--- src/rtl/lpf_pkg.sv ---
package lpf_pkg;

    // Screen geometry.
    localparam int SCREEN_COLUMNS = 40;
    localparam int SCREEN_ROWS    = 28;

    localparam int COL_W   = (SCREEN_COLUMNS > 1) ? $clog2(SCREEN_COLUMNS) : 1;
    localparam int ROW_W   = $clog2(SCREEN_ROWS);
    // Signed width that holds any position plus any extent minus one.
    localparam int COORD_W = 10;

    // Panel stream layout.
    localparam logic [7:0] STREAM_MARKER     = 8'hFF;
    localparam logic [7:0] STREAM_FINAL      = 8'd160;
    localparam int         STREAM_SLOTS      = 80;
    localparam int         STREAM_HALF_SLOTS = 40;
    localparam int         STREAM_LAST_ROW   = 27;
    localparam int         STREAM_FAR_OFFSET = 13;
    localparam int         STREAM_BITS       = 7;

    typedef enum logic [2:0] {
        CMD_SET     = 3'd0,
        CMD_READ    = 3'd1,
        CMD_FILL    = 3'd2,
        CMD_OUTLINE = 3'd3,
        CMD_SCAN    = 3'd4
    } cmd_t;

    localparam logic KIND_READ = 1'b0;
    localparam logic KIND_SCAN = 1'b1;

    typedef enum logic [1:0] {
        TASK_DRAW,
        TASK_READ,
        TASK_SCAN
    } task_op_t;

    typedef logic [SCREEN_ROWS-1:0] col_word_t;

    typedef struct packed {
        logic [2:0]        command;
        logic              pixel_on;
        logic signed [7:0] pos_x;
        logic signed [7:0] pos_y;
        logic [6:0]        rect_width;
        logic [6:0]        rect_height;
    } in_word_t;

    typedef struct packed {
        logic       result_kind;
        logic       read_value;
        logic [7:0] scan_byte;
        logic       frame_last;
    } out_word_t;

    // Classified command as it travels from the front to the back.
    typedef struct packed {
        task_op_t                  op;
        logic                      fill;
        logic                      val;
        logic                      hit;
        logic [ROW_W-1:0]          row;
        logic [COL_W-1:0]          col_lo;
        logic [COL_W-1:0]          col_hi;
        logic signed [COORD_W-1:0] side_a;
        logic signed [COORD_W-1:0] side_b;
        col_word_t                 hmask;
        col_word_t                 vmask;
    } task_t;

endpackage

--- src/rtl/led_panel_framebuffer_scanout.sv ---
// One-bit frame store of 40 columns by 28 rows with a panel stream scan-out.
//
// Command channel (cmd_valid/cmd_ready/cmd_word): one word per command: set
// pixel, read pixel, fill rectangle, outline rectangle or scan step. Result
// channel (res_valid/res_ready/res_word): one word for each read and each scan
// step; drawing commands and unused command codes give no word.
//
// A two-entry queue takes command words while the back end works. A read or
// scan result passes from the queue through the current-task register, the
// memory read stage and the output register. The back end takes a new task
// only when done with the last; a fill or outline walks each clipped column it
// covers in turn through the single read-modify-write port of the column memory.
//
// Reset clears the per-column valid flags, so the whole image reads as off at
// once, and puts the stream at its marker byte. When the receiver holds
// res_ready low, the finished word waits in the output register, the next
// result stalls behind it, and cmd_ready drops once the queue is full.
module led_panel_framebuffer_scanout (
    input  logic               clk,
    input  logic               rst_n,
    input  logic               cmd_valid,
    output logic               cmd_ready,
    input  lpf_pkg::in_word_t  cmd_word,
    output logic               res_valid,
    input  logic               res_ready,
    output lpf_pkg::out_word_t res_word
);

    logic           task_valid;
    logic           task_ready;
    lpf_pkg::task_t task_word;

    // Front end: classify commands into column walks and queue them.
    lpf_front u_front (
        .clk        (clk),
        .rst_n      (rst_n),
        .cmd_valid  (cmd_valid),
        .cmd_ready  (cmd_ready),
        .cmd_word   (cmd_word),
        .task_valid (task_valid),
        .task_ready (task_ready),
        .task_word  (task_word)
    );

    // Back end: walks the column memory and produces result words.
    lpf_back u_back (
        .clk        (clk),
        .rst_n      (rst_n),
        .task_valid (task_valid),
        .task_ready (task_ready),
        .task_word  (task_word),
        .res_valid  (res_valid),
        .res_ready  (res_ready),
        .res_word   (res_word)
    );

    // A read answer carries nothing in the scan fields.
    assert property (@(posedge clk) disable iff (!rst_n)
        res_valid && (res_word.result_kind == lpf_pkg::KIND_READ) |->
            (res_word.scan_byte == 8'd0) && !res_word.frame_last)
        else $error("read answer with scan fields set");

    // A scan word never carries a read value.
    assert property (@(posedge clk) disable iff (!rst_n)
        res_valid && (res_word.result_kind == lpf_pkg::KIND_SCAN) |-> !res_word.read_value)
        else $error("scan word with read value set");

    // The end-of-frame flag only comes with a scan word.
    assert property (@(posedge clk) disable iff (!rst_n)
        res_valid && res_word.frame_last |-> (res_word.result_kind == lpf_pkg::KIND_SCAN))
        else $error("frame end flag on a read answer");

    // Back-pressure on commands only happens with work waiting in the queue.
    assert property (@(posedge clk) disable iff (!rst_n)
        !cmd_ready |-> task_valid)
        else $error("command channel stalled with an empty queue");

endmodule

--- src/rtl/lpf_front.sv ---
module lpf_front (
    input  logic             clk,
    input  logic             rst_n,
    input  logic             cmd_valid,
    output logic             cmd_ready,
    input  lpf_pkg::in_word_t cmd_word,
    output logic             task_valid,
    input  logic             task_ready,
    output lpf_pkg::task_t   task_word
);

    localparam int QUEUE_DEPTH = 2;
    localparam int PTR_W       = 1;
    localparam int CNT_W       = $clog2(QUEUE_DEPTH + 1);

    localparam logic signed [lpf_pkg::COORD_W-1:0] C_ZERO = '0;
    localparam logic signed [lpf_pkg::COORD_W-1:0] C_ONE  = lpf_pkg::COORD_W'(1);
    localparam logic signed [lpf_pkg::COORD_W-1:0] C_LAST_COL =
        lpf_pkg::COORD_W'(lpf_pkg::SCREEN_COLUMNS - 1);
    localparam logic signed [lpf_pkg::COORD_W-1:0] C_LAST_ROW =
        lpf_pkg::COORD_W'(lpf_pkg::SCREEN_ROWS - 1);

    // Rows lo..hi inclusive, as a column mask; empty when hi < lo.
    function automatic lpf_pkg::col_word_t row_span(
        input logic signed [lpf_pkg::COORD_W-1:0] lo,
        input logic signed [lpf_pkg::COORD_W-1:0] hi
    );
        lpf_pkg::col_word_t                    m;
        logic signed [lpf_pkg::COORD_W-1:0]    rr;
        m = '0;
        for (int r = 0; r < lpf_pkg::SCREEN_ROWS; r++)
        begin
            rr   = lpf_pkg::COORD_W'(r);
            m[r] = (rr >= lo) && (rr <= hi);
        end
        return m;
    endfunction

    lpf_pkg::task_t queue_reg [QUEUE_DEPTH];
    logic [PTR_W-1:0] wr_ptr_reg;
    logic [PTR_W-1:0] rd_ptr_reg;
    logic [CNT_W-1:0] count_reg;

    lpf_pkg::task_t t;
    logic push;
    logic is_draw;
    logic enq;
    logic deq;
    logic signed [lpf_pkg::COORD_W-1:0] x, y, w, h, x_far, y_far, lo, hi, lo_c, hi_c;

    always_comb
    begin
        x     = {{(lpf_pkg::COORD_W-8){cmd_word.pos_x[7]}}, cmd_word.pos_x};
        y     = {{(lpf_pkg::COORD_W-8){cmd_word.pos_y[7]}}, cmd_word.pos_y};
        w     = lpf_pkg::COORD_W'(cmd_word.rect_width);
        h     = lpf_pkg::COORD_W'(cmd_word.rect_height);
        x_far = x + w - C_ONE;
        y_far = y + h - C_ONE;

        t       = '0;
        t.val   = cmd_word.pixel_on;
        push    = 1'b0;
        is_draw = 1'b0;
        lo      = x;
        hi      = x;

        case (cmd_word.command)
            lpf_pkg::CMD_SET:
            begin
                is_draw = 1'b1;
                t.op    = lpf_pkg::TASK_DRAW;
                t.fill  = 1'b1;
                t.vmask = row_span(y, y);
            end
            lpf_pkg::CMD_FILL:
            begin
                is_draw = 1'b1;
                t.op    = lpf_pkg::TASK_DRAW;
                t.fill  = 1'b1;
                t.vmask = row_span(y, y_far);
                hi      = x_far;
            end
            lpf_pkg::CMD_OUTLINE:
            begin
                // A zero width still draws the sides at x and x-1.
                is_draw  = 1'b1;
                t.op     = lpf_pkg::TASK_DRAW;
                t.fill   = 1'b0;
                t.side_a = x;
                t.side_b = x_far;
                t.vmask  = row_span(y, y_far);
                t.hmask  = (w != C_ZERO) ? (row_span(y, y) | row_span(y_far, y_far)) : '0;
                lo       = (w == C_ZERO) ? x - C_ONE : x;
                hi       = (w == C_ZERO) ? x : x_far;
            end
            lpf_pkg::CMD_READ:
            begin
                push     = 1'b1;
                t.op     = lpf_pkg::TASK_READ;
                t.hit    = (x >= C_ZERO) && (x <= C_LAST_COL) &&
                           (y >= C_ZERO) && (y <= C_LAST_ROW);
                t.row    = t.hit ? y[lpf_pkg::ROW_W-1:0] : '0;
                t.col_lo = t.hit ? x[lpf_pkg::COL_W-1:0] : '0;
                t.col_hi = t.col_lo;
            end
            lpf_pkg::CMD_SCAN:
            begin
                push = 1'b1;
                t.op = lpf_pkg::TASK_SCAN;
            end
            default:
            begin
                push = 1'b0;
            end
        endcase

        // Clip the column walk to the screen; a walk that misses it is dropped.
        lo_c = (lo < C_ZERO) ? C_ZERO : lo;
        hi_c = (hi > C_LAST_COL) ? C_LAST_COL : hi;
        if (is_draw)
        begin
            push     = (lo_c <= hi_c);
            t.col_lo = lo_c[lpf_pkg::COL_W-1:0];
            t.col_hi = hi_c[lpf_pkg::COL_W-1:0];
        end
    end

    assign cmd_ready  = (count_reg != CNT_W'(QUEUE_DEPTH));
    assign task_valid = (count_reg != '0);
    assign task_word  = queue_reg[rd_ptr_reg];
    assign enq        = cmd_valid && cmd_ready && push;
    assign deq        = task_valid && task_ready;

    always_ff @(posedge clk or negedge rst_n)
    begin
        if (!rst_n)
        begin
            wr_ptr_reg <= '0;
            rd_ptr_reg <= '0;
            count_reg  <= '0;
        end
        else
        begin
            if (enq)
            begin
                wr_ptr_reg <= wr_ptr_reg + 1'b1;
            end
            if (deq)
            begin
                rd_ptr_reg <= rd_ptr_reg + 1'b1;
            end
            if (enq && !deq)
            begin
                count_reg <= count_reg + 1'b1;
            end
            else if (deq && !enq)
            begin
                count_reg <= count_reg - 1'b1;
            end
        end
    end

    always_ff @(posedge clk)
    begin
        if (enq)
        begin
            queue_reg[wr_ptr_reg] <= t;
        end
    end

endmodule

--- src/rtl/lpf_back.sv ---
module lpf_back (
    input  logic               clk,
    input  logic               rst_n,
    input  logic               task_valid,
    output logic               task_ready,
    input  lpf_pkg::task_t     task_word,
    output logic               res_valid,
    input  logic               res_ready,
    output lpf_pkg::out_word_t res_word
);

    typedef struct packed {
        logic marker;
        logic bottom;
        logic half;
        logic last;
    } scan_t;

    typedef struct packed {
        lpf_pkg::task_op_t           op;
        logic                        val;
        logic                        hit;
        logic [lpf_pkg::ROW_W-1:0]   row;
        scan_t                       scan;
        lpf_pkg::col_word_t          mask;
        logic [lpf_pkg::COL_W-1:0]   col;
    } stage_t;

    // Seven stream bits out of one column word.
    function automatic logic [lpf_pkg::STREAM_BITS-1:0] pack_bits(
        input lpf_pkg::col_word_t word,
        input logic               bottom,
        input logic               half
    );
        logic [lpf_pkg::STREAM_BITS-1:0] b;
        b = '0;
        for (int j = 0; j < lpf_pkg::STREAM_BITS; j++)
        begin
            if (!bottom && !half)
            begin
                b[j] = word[j];
            end
            else if (!bottom)
            begin
                b[j] = word[lpf_pkg::STREAM_FAR_OFFSET - j];
            end
            else if (!half)
            begin
                b[j] = word[lpf_pkg::STREAM_LAST_ROW - j];
            end
            else
            begin
                b[j] = word[lpf_pkg::STREAM_LAST_ROW - lpf_pkg::STREAM_FAR_OFFSET + j];
            end
        end
        return b;
    endfunction

    lpf_pkg::col_word_t frame_mem [lpf_pkg::SCREEN_COLUMNS];
    logic [lpf_pkg::SCREEN_COLUMNS-1:0] col_valid_reg;

    logic                        act_reg;
    lpf_pkg::task_t              cur_reg;
    lpf_pkg::task_t              cur_next;
    scan_t                       scan_reg;
    logic [lpf_pkg::COL_W-1:0]   col_reg;
    logic [7:0]                  scan_pos_reg;
    logic [7:0]                  scan_pos_next;

    logic                        b_valid_reg;
    stage_t                      b_reg;
    lpf_pkg::col_word_t          rd_mem_reg;
    logic                        rd_vld_reg;

    logic                        res_valid_reg;
    lpf_pkg::out_word_t          res_reg;
    lpf_pkg::out_word_t          res_next;

    logic                        adv;
    logic                        issue;
    logic                        walk_done;
    logic                        b_result;
    logic                        wr_en;
    logic                        res_load;
    logic                        side_hit;
    stage_t                      stage_next;
    lpf_pkg::col_word_t          word;
    lpf_pkg::col_word_t          wr_data;

    logic [7:0]                  k;
    logic [6:0]                  slot;
    logic [6:0]                  scol;
    logic                        s_wrap;
    logic                        s_exists;
    scan_t                       scan_dec;

    // Stream position decode for the next scan step.
    always_comb
    begin
        s_wrap          = (scan_pos_reg == 8'd0) || (scan_pos_reg > lpf_pkg::STREAM_FINAL);
        k               = scan_pos_reg - 8'd1;
        slot            = k[7:1];
        scan_dec.half   = k[0];
        scan_dec.bottom = (slot >= 7'(lpf_pkg::STREAM_HALF_SLOTS));
        scol            = scan_dec.bottom ? (7'(lpf_pkg::STREAM_SLOTS - 1) - slot) : slot;
        s_exists        = (scol < 7'(lpf_pkg::SCREEN_COLUMNS));
        scan_dec.marker = s_wrap;
        scan_dec.last   = (scan_pos_reg == lpf_pkg::STREAM_FINAL);
        if (s_wrap)
        begin
            scan_pos_next = 8'd1;
        end
        else if (scan_dec.last)
        begin
            scan_pos_next = 8'd0;
        end
        else
        begin
            scan_pos_next = scan_pos_reg + 8'd1;
        end
    end

    // A scan step only hits the memory when its column exists.
    always_comb
    begin
        cur_next = task_word;
        if (task_word.op == lpf_pkg::TASK_SCAN)
        begin
            cur_next.hit = s_exists;
        end
    end

    // A result stage stalls only while the output register is still full.
    assign b_result   = b_valid_reg && (b_reg.op != lpf_pkg::TASK_DRAW);
    assign adv        = !(b_result && res_valid_reg && !res_ready);
    assign task_ready = !act_reg && adv;
    assign issue      = act_reg && adv;
    assign walk_done  = (cur_reg.op != lpf_pkg::TASK_DRAW) || (col_reg == cur_reg.col_hi);

    always_comb
    begin
        side_hit = (lpf_pkg::COORD_W'(col_reg) == cur_reg.side_a) ||
                   (lpf_pkg::COORD_W'(col_reg) == cur_reg.side_b);
        stage_next.op   = cur_reg.op;
        stage_next.val  = cur_reg.val;
        stage_next.hit  = cur_reg.hit;
        stage_next.row  = cur_reg.row;
        stage_next.scan = scan_reg;
        stage_next.col  = col_reg;
        stage_next.mask = cur_reg.fill ? cur_reg.vmask :
                          (cur_reg.hmask | (side_hit ? cur_reg.vmask : '0));
    end

    always_comb
    begin
        word     = rd_vld_reg ? rd_mem_reg : '0;
        wr_data  = (word & ~b_reg.mask) | (b_reg.val ? b_reg.mask : '0);
        wr_en    = adv && b_valid_reg && (b_reg.op == lpf_pkg::TASK_DRAW);
        res_load = adv && b_result;

        res_next = '0;
        if (b_reg.op == lpf_pkg::TASK_SCAN)
        begin
            res_next.result_kind = lpf_pkg::KIND_SCAN;
            res_next.frame_last  = b_reg.scan.last;
            if (b_reg.scan.marker)
            begin
                res_next.scan_byte = lpf_pkg::STREAM_MARKER;
            end
            else if (b_reg.hit)
            begin
                res_next.scan_byte = {1'b0, pack_bits(word, b_reg.scan.bottom, b_reg.scan.half)};
            end
        end
        else
        begin
            res_next.result_kind = lpf_pkg::KIND_READ;
            res_next.read_value  = b_reg.hit ? word[b_reg.row] : 1'b0;
        end
    end

    always_ff @(posedge clk or negedge rst_n)
    begin
        if (!rst_n)
        begin
            act_reg       <= 1'b0;
            b_valid_reg   <= 1'b0;
            res_valid_reg <= 1'b0;
            scan_pos_reg  <= '0;
            col_valid_reg <= '0;
        end
        else
        begin
            if (task_valid && task_ready)
            begin
                act_reg <= 1'b1;
                if (task_word.op == lpf_pkg::TASK_SCAN)
                begin
                    scan_pos_reg <= scan_pos_next;
                end
            end
            else if (issue && walk_done)
            begin
                act_reg <= 1'b0;
            end

            if (adv)
            begin
                b_valid_reg <= act_reg;
            end

            if (wr_en)
            begin
                col_valid_reg[b_reg.col] <= 1'b1;
            end

            if (res_load)
            begin
                res_valid_reg <= 1'b1;
            end
            else if (res_ready)
            begin
                res_valid_reg <= 1'b0;
            end
        end
    end

    always_ff @(posedge clk)
    begin
        if (task_valid && task_ready)
        begin
            cur_reg  <= cur_next;
            scan_reg <= scan_dec;
            if (task_word.op == lpf_pkg::TASK_SCAN)
            begin
                col_reg <= s_exists ? scol[lpf_pkg::COL_W-1:0] : '0;
            end
            else
            begin
                col_reg <= task_word.col_lo;
            end
        end
        else if (issue && !walk_done)
        begin
            col_reg <= col_reg + 1'b1;
        end

        if (issue)
        begin
            b_reg      <= stage_next;
            rd_mem_reg <= frame_mem[col_reg];
            rd_vld_reg <= col_valid_reg[col_reg];
        end

        if (wr_en)
        begin
            frame_mem[b_reg.col] <= wr_data;
        end

        if (res_load)
        begin
            res_reg <= res_next;
        end
    end

    assign res_valid = res_valid_reg;
    assign res_word  = res_reg;

endmodule

--- config.mk ---
export PLATFORM = sky130hd
export DESIGN_NAME = led_panel_framebuffer_scanout
export DESIGN_NICKNAME = d
export VERILOG_FILES = /design/src/rtl/lpf_pkg.sv /design/src/rtl/led_panel_framebuffer_scanout.sv /design/src/rtl/lpf_front.sv /design/src/rtl/lpf_back.sv
export SDC_FILE = /design/constraint.sdc
export NUM_CORES = 2
export LEC_CHECK = 0
export BUFFER_PORTS_ARGS = -buffer_cell sky130_fd_sc_hd__buf_2
export CAP_MARGIN = 10
export CORE_UTILIZATION = 44
export CTS_CLUSTER_DIAMETER = 40
export CTS_CLUSTER_SIZE = 30
export DETAILED_ROUTE_END_ITERATION = 12
export PLACE_DENSITY = 0.68
export SLEW_MARGIN = 20
export SYNTH_ARGS = -nofsm -noshare
export SYNTH_HDL_FRONTEND = slang
export SYNTH_SLANG_ARGS = --single-unit
--- constraint.sdc ---
create_clock -name clk -period 12.56 [get_ports clk]
set_clock_uncertainty 0.15 [all_clocks]
set_input_delay 1.256 -clock clk [delete_from_list [all_inputs] [get_ports clk]]
set_output_delay 1.256 -clock clk [all_outputs]
set_load 0.02 [all_outputs]
; ---- Word-level counts from Yosys, hierarchy flattened
; Memories as Yosys holds them, arrays and structs flattened. A register that Yosys moved wholly into a read port is not among the register bits.
; Cells that the tools add are included.
[totals]
ramBits = 1316
register_bits = 216
mem_count = 2
[memory_table]
columns = memory, words, word_bits, read_ports, rd_ports_with_merged_regs, write_ports, line
row1 = u_back.frame_mem, 40, 28, 1, 1, 1, lpf_back.sv:59  ; lpf_pkg::col_word_t frame_mem [lpf_pkg::SCREEN_COLUMNS];
row2 = u_front.queue_reg, 2, 98, 1, 0, 1, lpf_front.sv:39  ; lpf_pkg::task_t queue_reg [QUEUE_DEPTH];
[classes]
mux = 70
n_addsub = 13
reduce_logical = 133
n_eq_ne = 11
magnitude_cmp = 126
bitwise_logic = 7
[op_table]
columns = operator, count
row1 = 28-bit two-way mux, 5
row2 = "6-bit by 10-bit >= comparator with 1-bit output, first input constant", 12
row3 = "6-bit by 10-bit less-or-equal comparator with 1-bit output, first input constant", 12
row4 = 1-bit logical AND, 104
row5 = "6-bit by 8-bit >= comparator with 1-bit output, first input constant", 12
row6 = "6-bit by 8-bit less-or-equal comparator with 1-bit output, first input constant", 12
row7 = 28-bit OR, 3
row8 = "5-bit by 10-bit >= comparator with 1-bit output, first input constant", 8
row9 = "5-bit by 10-bit less-or-equal comparator with 1-bit output, first input constant", 8
row10 = "5-bit by 8-bit >= comparator with 1-bit output, first input constant", 8
row11 = "5-bit by 8-bit less-or-equal comparator with 1-bit output, first input constant", 8
row12 = 28-bit case mux with 2 select lines, 1
row13 = 10-bit two-way mux, 5
row14 = 48-bit two-way mux, 1
row15 = "4-bit by 10-bit >= comparator with 1-bit output, first input constant", 4
row16 = "4-bit by 10-bit less-or-equal comparator with 1-bit output, first input constant", 4
row17 = 40-bit OR, 1
row18 = 1-bit two-way mux, 38
row19 = "4-bit by 8-bit >= comparator with 1-bit output, first input constant", 4
row20 = "4-bit by 8-bit less-or-equal comparator with 1-bit output, first input constant", 4
row21 = 6-bit two-way mux, 5
row22 = 28-bit bitwise AND, 1
row23 = 28-bit inverter, 1
row24 = 8-bit two-way mux, 3
row25 = 64 further kinds, 96

; ---- Longest topological paths before layout
[depth]
word_depth = 13
depth_mapped = 24
depth_no_buf = 24

; ---- Cells and area by module
; A second synthesis with hierarchy kept.
[unflattened]
hier_cells = 3356
hier_area_um2 = 63256.9
[modules_own_cells]
columns = mod, instances, area_per_inst_um2, seq_area_each_um2, cells_per_inst
row1 = lpf_back, 1, 52696.8, 40583.9, 2451
row2 = lpf_front, 1, 10560.1, 5865.6, 905

; ---- Worst setup path before layout
; Ideal clock, no wire load.
[synth_path]
kind = input port to flip-flop
start = in cmd_word[7] (netlist name)
end = mem u_front.queue_reg[0][0] (netlist name), enable pin
required_ns = 11.847
path_buffers = 0
setup_ns = 0.563
stages = 19
arrival_time_ns = 9.415
slack_ns = 2.432
cell_sequence = ha_1 -> fa_1 -> a211oi_1 -> o21ai_1 -> a221oi_4 -> o31ai_1 -> nor3b_2 -> xnor2_2 -> a21oi_2 -> a211oi_1 -> ha_1 -> nor2b_1 -> o21a_1 -> o21a_1 -> o211ai_1 -> a21oi_1 -> a211o_1 -> a211oi_2 -> nor2b_1
[synth_between]
elab_chain_cells = 11
word_cells_on_any_way = 16
[synth_rtl]
columns = item, line
row1 = start: declaration, led_panel_framebuffer_scanout.sv:23  ; input lpf_pkg::in_word_t cmd_word,
row2 = 8-bit by 8-bit adder with 9-bit output, lpf_front.sv:57  ; x_far = x + w - C_ONE;
row3 = 10-bit by 2-bit subtractor with 10-bit output, lpf_front.sv:57
row4 = 10-bit two-way mux, lpf_front.sv:94  ; hi = (w == C_ZERO) ? x : x_far;
row5 = 10-bit case mux with 2 select lines, lpf_front.sv:67  ; case (cmd_word.command)
row6 = 10-bit by 7-bit > comparator with 1-bit output, lpf_front.sv:119  ; hi_c = (hi > C_LAST_COL) ? C_LAST_COL : hi;
row7 = 10-bit two-way mux, lpf_front.sv:119
row8 = 10-bit less-or-equal comparator (*), lpf_front.sv:122  ; push = (lo_c <= hi_c);
row9 = 1-bit two-way mux (*), lpf_front.sv:120  ; if (is_draw)
row10 = 1-bit logical AND (*), lpf_front.sv:131  ; assign enq = cmd_valid && cmd_ready && push;
row11 = 1-bit two-way mux (*), lpf_front.sv:165  ; if (enq)
row12 = 1-bit two-way mux (not written as such) (*), lpf_front.sv:167  ; queue_reg[wr_ptr_reg] <= t;
row13 = end: declaration, lpf_front.sv:39
; Every way passes the cells marked *; elsewhere a longest branch is shown, timed or not.

; ---- Final worst setup path
[layout_path]
start = in cmd_word[22] (netlist name)
end = mem u_front.queue_reg[0][4] (netlist name), enable pin
; Same word-level chain as after synthesis.

==> impl_metrics.yaml <==
clock_network:
  clock_path_buffers: 3
  numCtsBuffers: 168
  cts-root-buf: "clkbuf_16"
  hold_buffers: 0
  cts_tree: "yes"
  insertion_delay_ps: 790
  post_cts_resized: 0
  cts_max_level: 4
  path_clk_slew_ps: 70
  cts_sinks: 1554
  post-cts-setup-buffers: 0
grt:
  grt_usage: 0.1968
  gr-total-overflow: 0
  grt_pass1_vias: 32380
  grt_pass1_wl_um: 213300
  grt_max_degree: 133
  antenna_found_initial: 4
setup_path:
  r2r_start: "u_back.col_reg[0]"
  cp_num_buf_inv: 3
  rr_worst_depth: 8
  cp.depth: 22
  slowest_stage: "buf_4"
  cpLargestDelayFamily: "compound AO/OA/AOI/OAI gates"
  r2r_end: "u_back.rd_mem_reg[14]"
  startpoint_type: "input pin"
  crit_start: "cmd_word[22]"
  endpoint_kind: "flip-flop"
  worstPathArrival_ps: 7500
  criticalPathCategory: "input pin to flip-flop"
  rrSetupSlack_ps: 7610
  worstPathCellList: "buf_2, ha_1, fa_1, a211oi_1, nor2_1, o221ai_1, xor2_1, a21oi_1, a32oi_2, a21oi_2, a211oi_1, ha_1, nor2b_1, o21a_1, o21a_1, o211ai_1, a21oi_1, a211o_1, a211oi_2, nor2b_4, buf_4, buf_4"
  cp.required_ps: 12800
  worst_path_largest_cell_delay_ps: 670
  crit_fanout: 56
min_path:
  min_to: "u_back.b_reg[37]"
  hold_start: "u_back.scan_reg[3]"
  hold_class: "flip-flop to flip-flop"
  hold_path_depth: 0
power:
  leakagePower_nw: 23.61
  swShare: 0.3151
  finalPower_mw: 17.64
  p_int_mw: 12.08
  power_switching_mw: 5.558
  p_comb_frac: 0.280
  clkPwrFrac: 0.290
  p_per_area_mw_per_mm2: 243.4
  p_seq_frac: 0.430
  peakVddDrop_v: 0.0001765
yosys:
  async_flop_share: 0.03539
  synth.top_cell.area_share: 0.7098
  ys_top_cells_by_count: "edfxtp_1, mux4_2, nor2_1"
  syn_avg_cell_area_um2: 18.83
  ys_seq_elements: 1554
  synthCells: 3368
  syn-num-nets: 3442
  synth_edf_count: 1499
  synth_area_leaders: "edfxtp_1, mux4_2, dfrtp_1, mux2_2, nor2_1"
  synth.most_common_cell: "edfxtp_1"
  ys.warnings.count: 0
  syn_area_mm2: 0.06341
  synth-main-ff-cell: "edfxtp_1"
  synth_largest_area_cell: "edfxtp_1"
  ys_types: 92
  yosysSeqAreaShare: 0.7315
die:
  die_y_um: 381.6
  row_count: 138
  core_mm2: 0.1423
  start_util: 0.4457
  die_x_um: 381.6
  dieArea_mm2: 0.1456
  ios: 51
placed_design:
  post-place-cells: 5232
  port_buffers: 50
  dpl.hpwl_um: 82100
  pre_cts_ws_ps: 4492
  placed_area_mm2: 0.06655
  place_congestion: 0.8851
drt:
  drc: 0
  routedWlPerCell_um: 25.84
  drtIter0Drc: 3311
  routed_via_density: 5.830
  top_layer: "met4"
  wl_met1_um: 60790
  met2_length_um: 70460
  met3_length_um: 9283
  final_antenna_net_count: 0
  dr.pass1.iters: 5
  routed-via-count: 32330
  routed_wl_um: 143300
sta:
  rsz0062_at_grt: "no"
  finalMaxSlewViolations: 0
  worstMarginPinSlew_ps: 1107
  max_clock_freq_mhz: 137.7
  relSlewSlack: 0.2622
  hold_viol_final: 0
  setup_tns_ps: 0
  fin_crit_sh: 0.5780
  finalWorstSetupSlack_ps: 5300
  hold-worst-slack_ps: 259.1
  fin_crit_ps: 7260
  setup_viol: 0
flow_run:
  max_cap_viol_count: 0
finish:
  final_cells: 5546
  antenna_cells: 0
  final_area_mm2: 0.07245
  fin_nets: 3586
  utilization: 0.5092
  synthToLayoutAreaGrowth_pct: 14.25
  largest_reg_flops: 1120
  drive_above_1_share: 0.2842
  fillers: 11270
run_status:
  status: "completed"
[cell families (layout without fill, tap and decap cells)]
group | count (synthesis) | in the layout | share of synthesized area
flip-flops | 1554 | 1554 | 0.7315
AND/OR/NAND/NOR | 610 | 610 | 0.04706
multiplexers | 488 | 488 | 0.1497
AO/OA/AOI/OAI | 383 | 383 | 0.04031
buffers and inverters | 237 | 525 | 0.01488
XOR/XNOR | 60 | 60 | 0.009194
adder cells (fa/ha/maj) | 36 | 36 | 0.007340
[placed cells by master, fill, tap and decap left out, types with 12 or more instances in the layout]
master / instances
xor2_1: 27
nor3_1: 37
inv_1: 60
inv_8: 17
clkinv_4: 21
ha_1: 34
nor2_4: 40
clkbuf_1: 15
clkbuf_16: 171
a211oi_1: 38
mux2_2: 93
clkinv_8: 12
nor2_1: 126
bufinv_16: 16
and2_1: 13
nand4_1: 14
xnor2_1: 28
or3_1: 12
o21ai_0: 76
o31ai_1: 12
inv_6: 21
or2_2: 46
o21ai_2: 29
mux2i_1: 36
nand2_1: 158
edfxtp_1: 1499
nand3_1: 53
buf_4: 96
a21oi_1: 89
clkinv_2: 12
a31oi_1: 13
buf_2: 50
nor2b_1: 38
dfrtp_1: 54
mux4_2: 359
[worst max-delay path by stage]
stage                                     endpoint  slack [ps]
after global placement    u_front.queue_reg[0][49]        4510
after detailed placement  u_front.queue_reg[0][29]        4490
after CTS                 u_front.queue_reg[0][35]        5280
after floorplan            u_front.queue_reg[0][0]        2430
after global routing      u_front.queue_reg[0][29]        4840
final                      u_front.queue_reg[0][4]        5300
[area by class of cell]
cell class,instances,area (um^2),area share
sequential,1554,46390,0.6404
tap,1890,2365,0.03264
timing repair buffer,150,1051,0.01451
multi-input combinational,1577,16510,0.2279
inverter,61,231.5,0.003195
clock inverter,126,1535,0.02119
clock buffer,188,4363,0.06022
[power by group through the flow]
stage               Combinational [mW]  Clock, mW  Sequential [mW]
CTS                               4.97       5.18             7.58
detailed placement                4.94          0             7.68
global route                      5.32       5.39             7.62
global placement                  4.87          0             7.67
finish                            4.94       5.11             7.58
floorplan                         3.41          0             7.57
[routing by layer]
| metal | track usage | up-vias |
|---|---|---|
| li1 | - | 13980 |
| met1 | 0.2773 | 16940 |
| met2 | 0.3214 | 1218 |
| met3 | 0.03115 | 186 |
| met4 | 0.05022 | 0 |
| met5 | 0 | - |
Note: power is estimated with default switching activity, not from simulation.
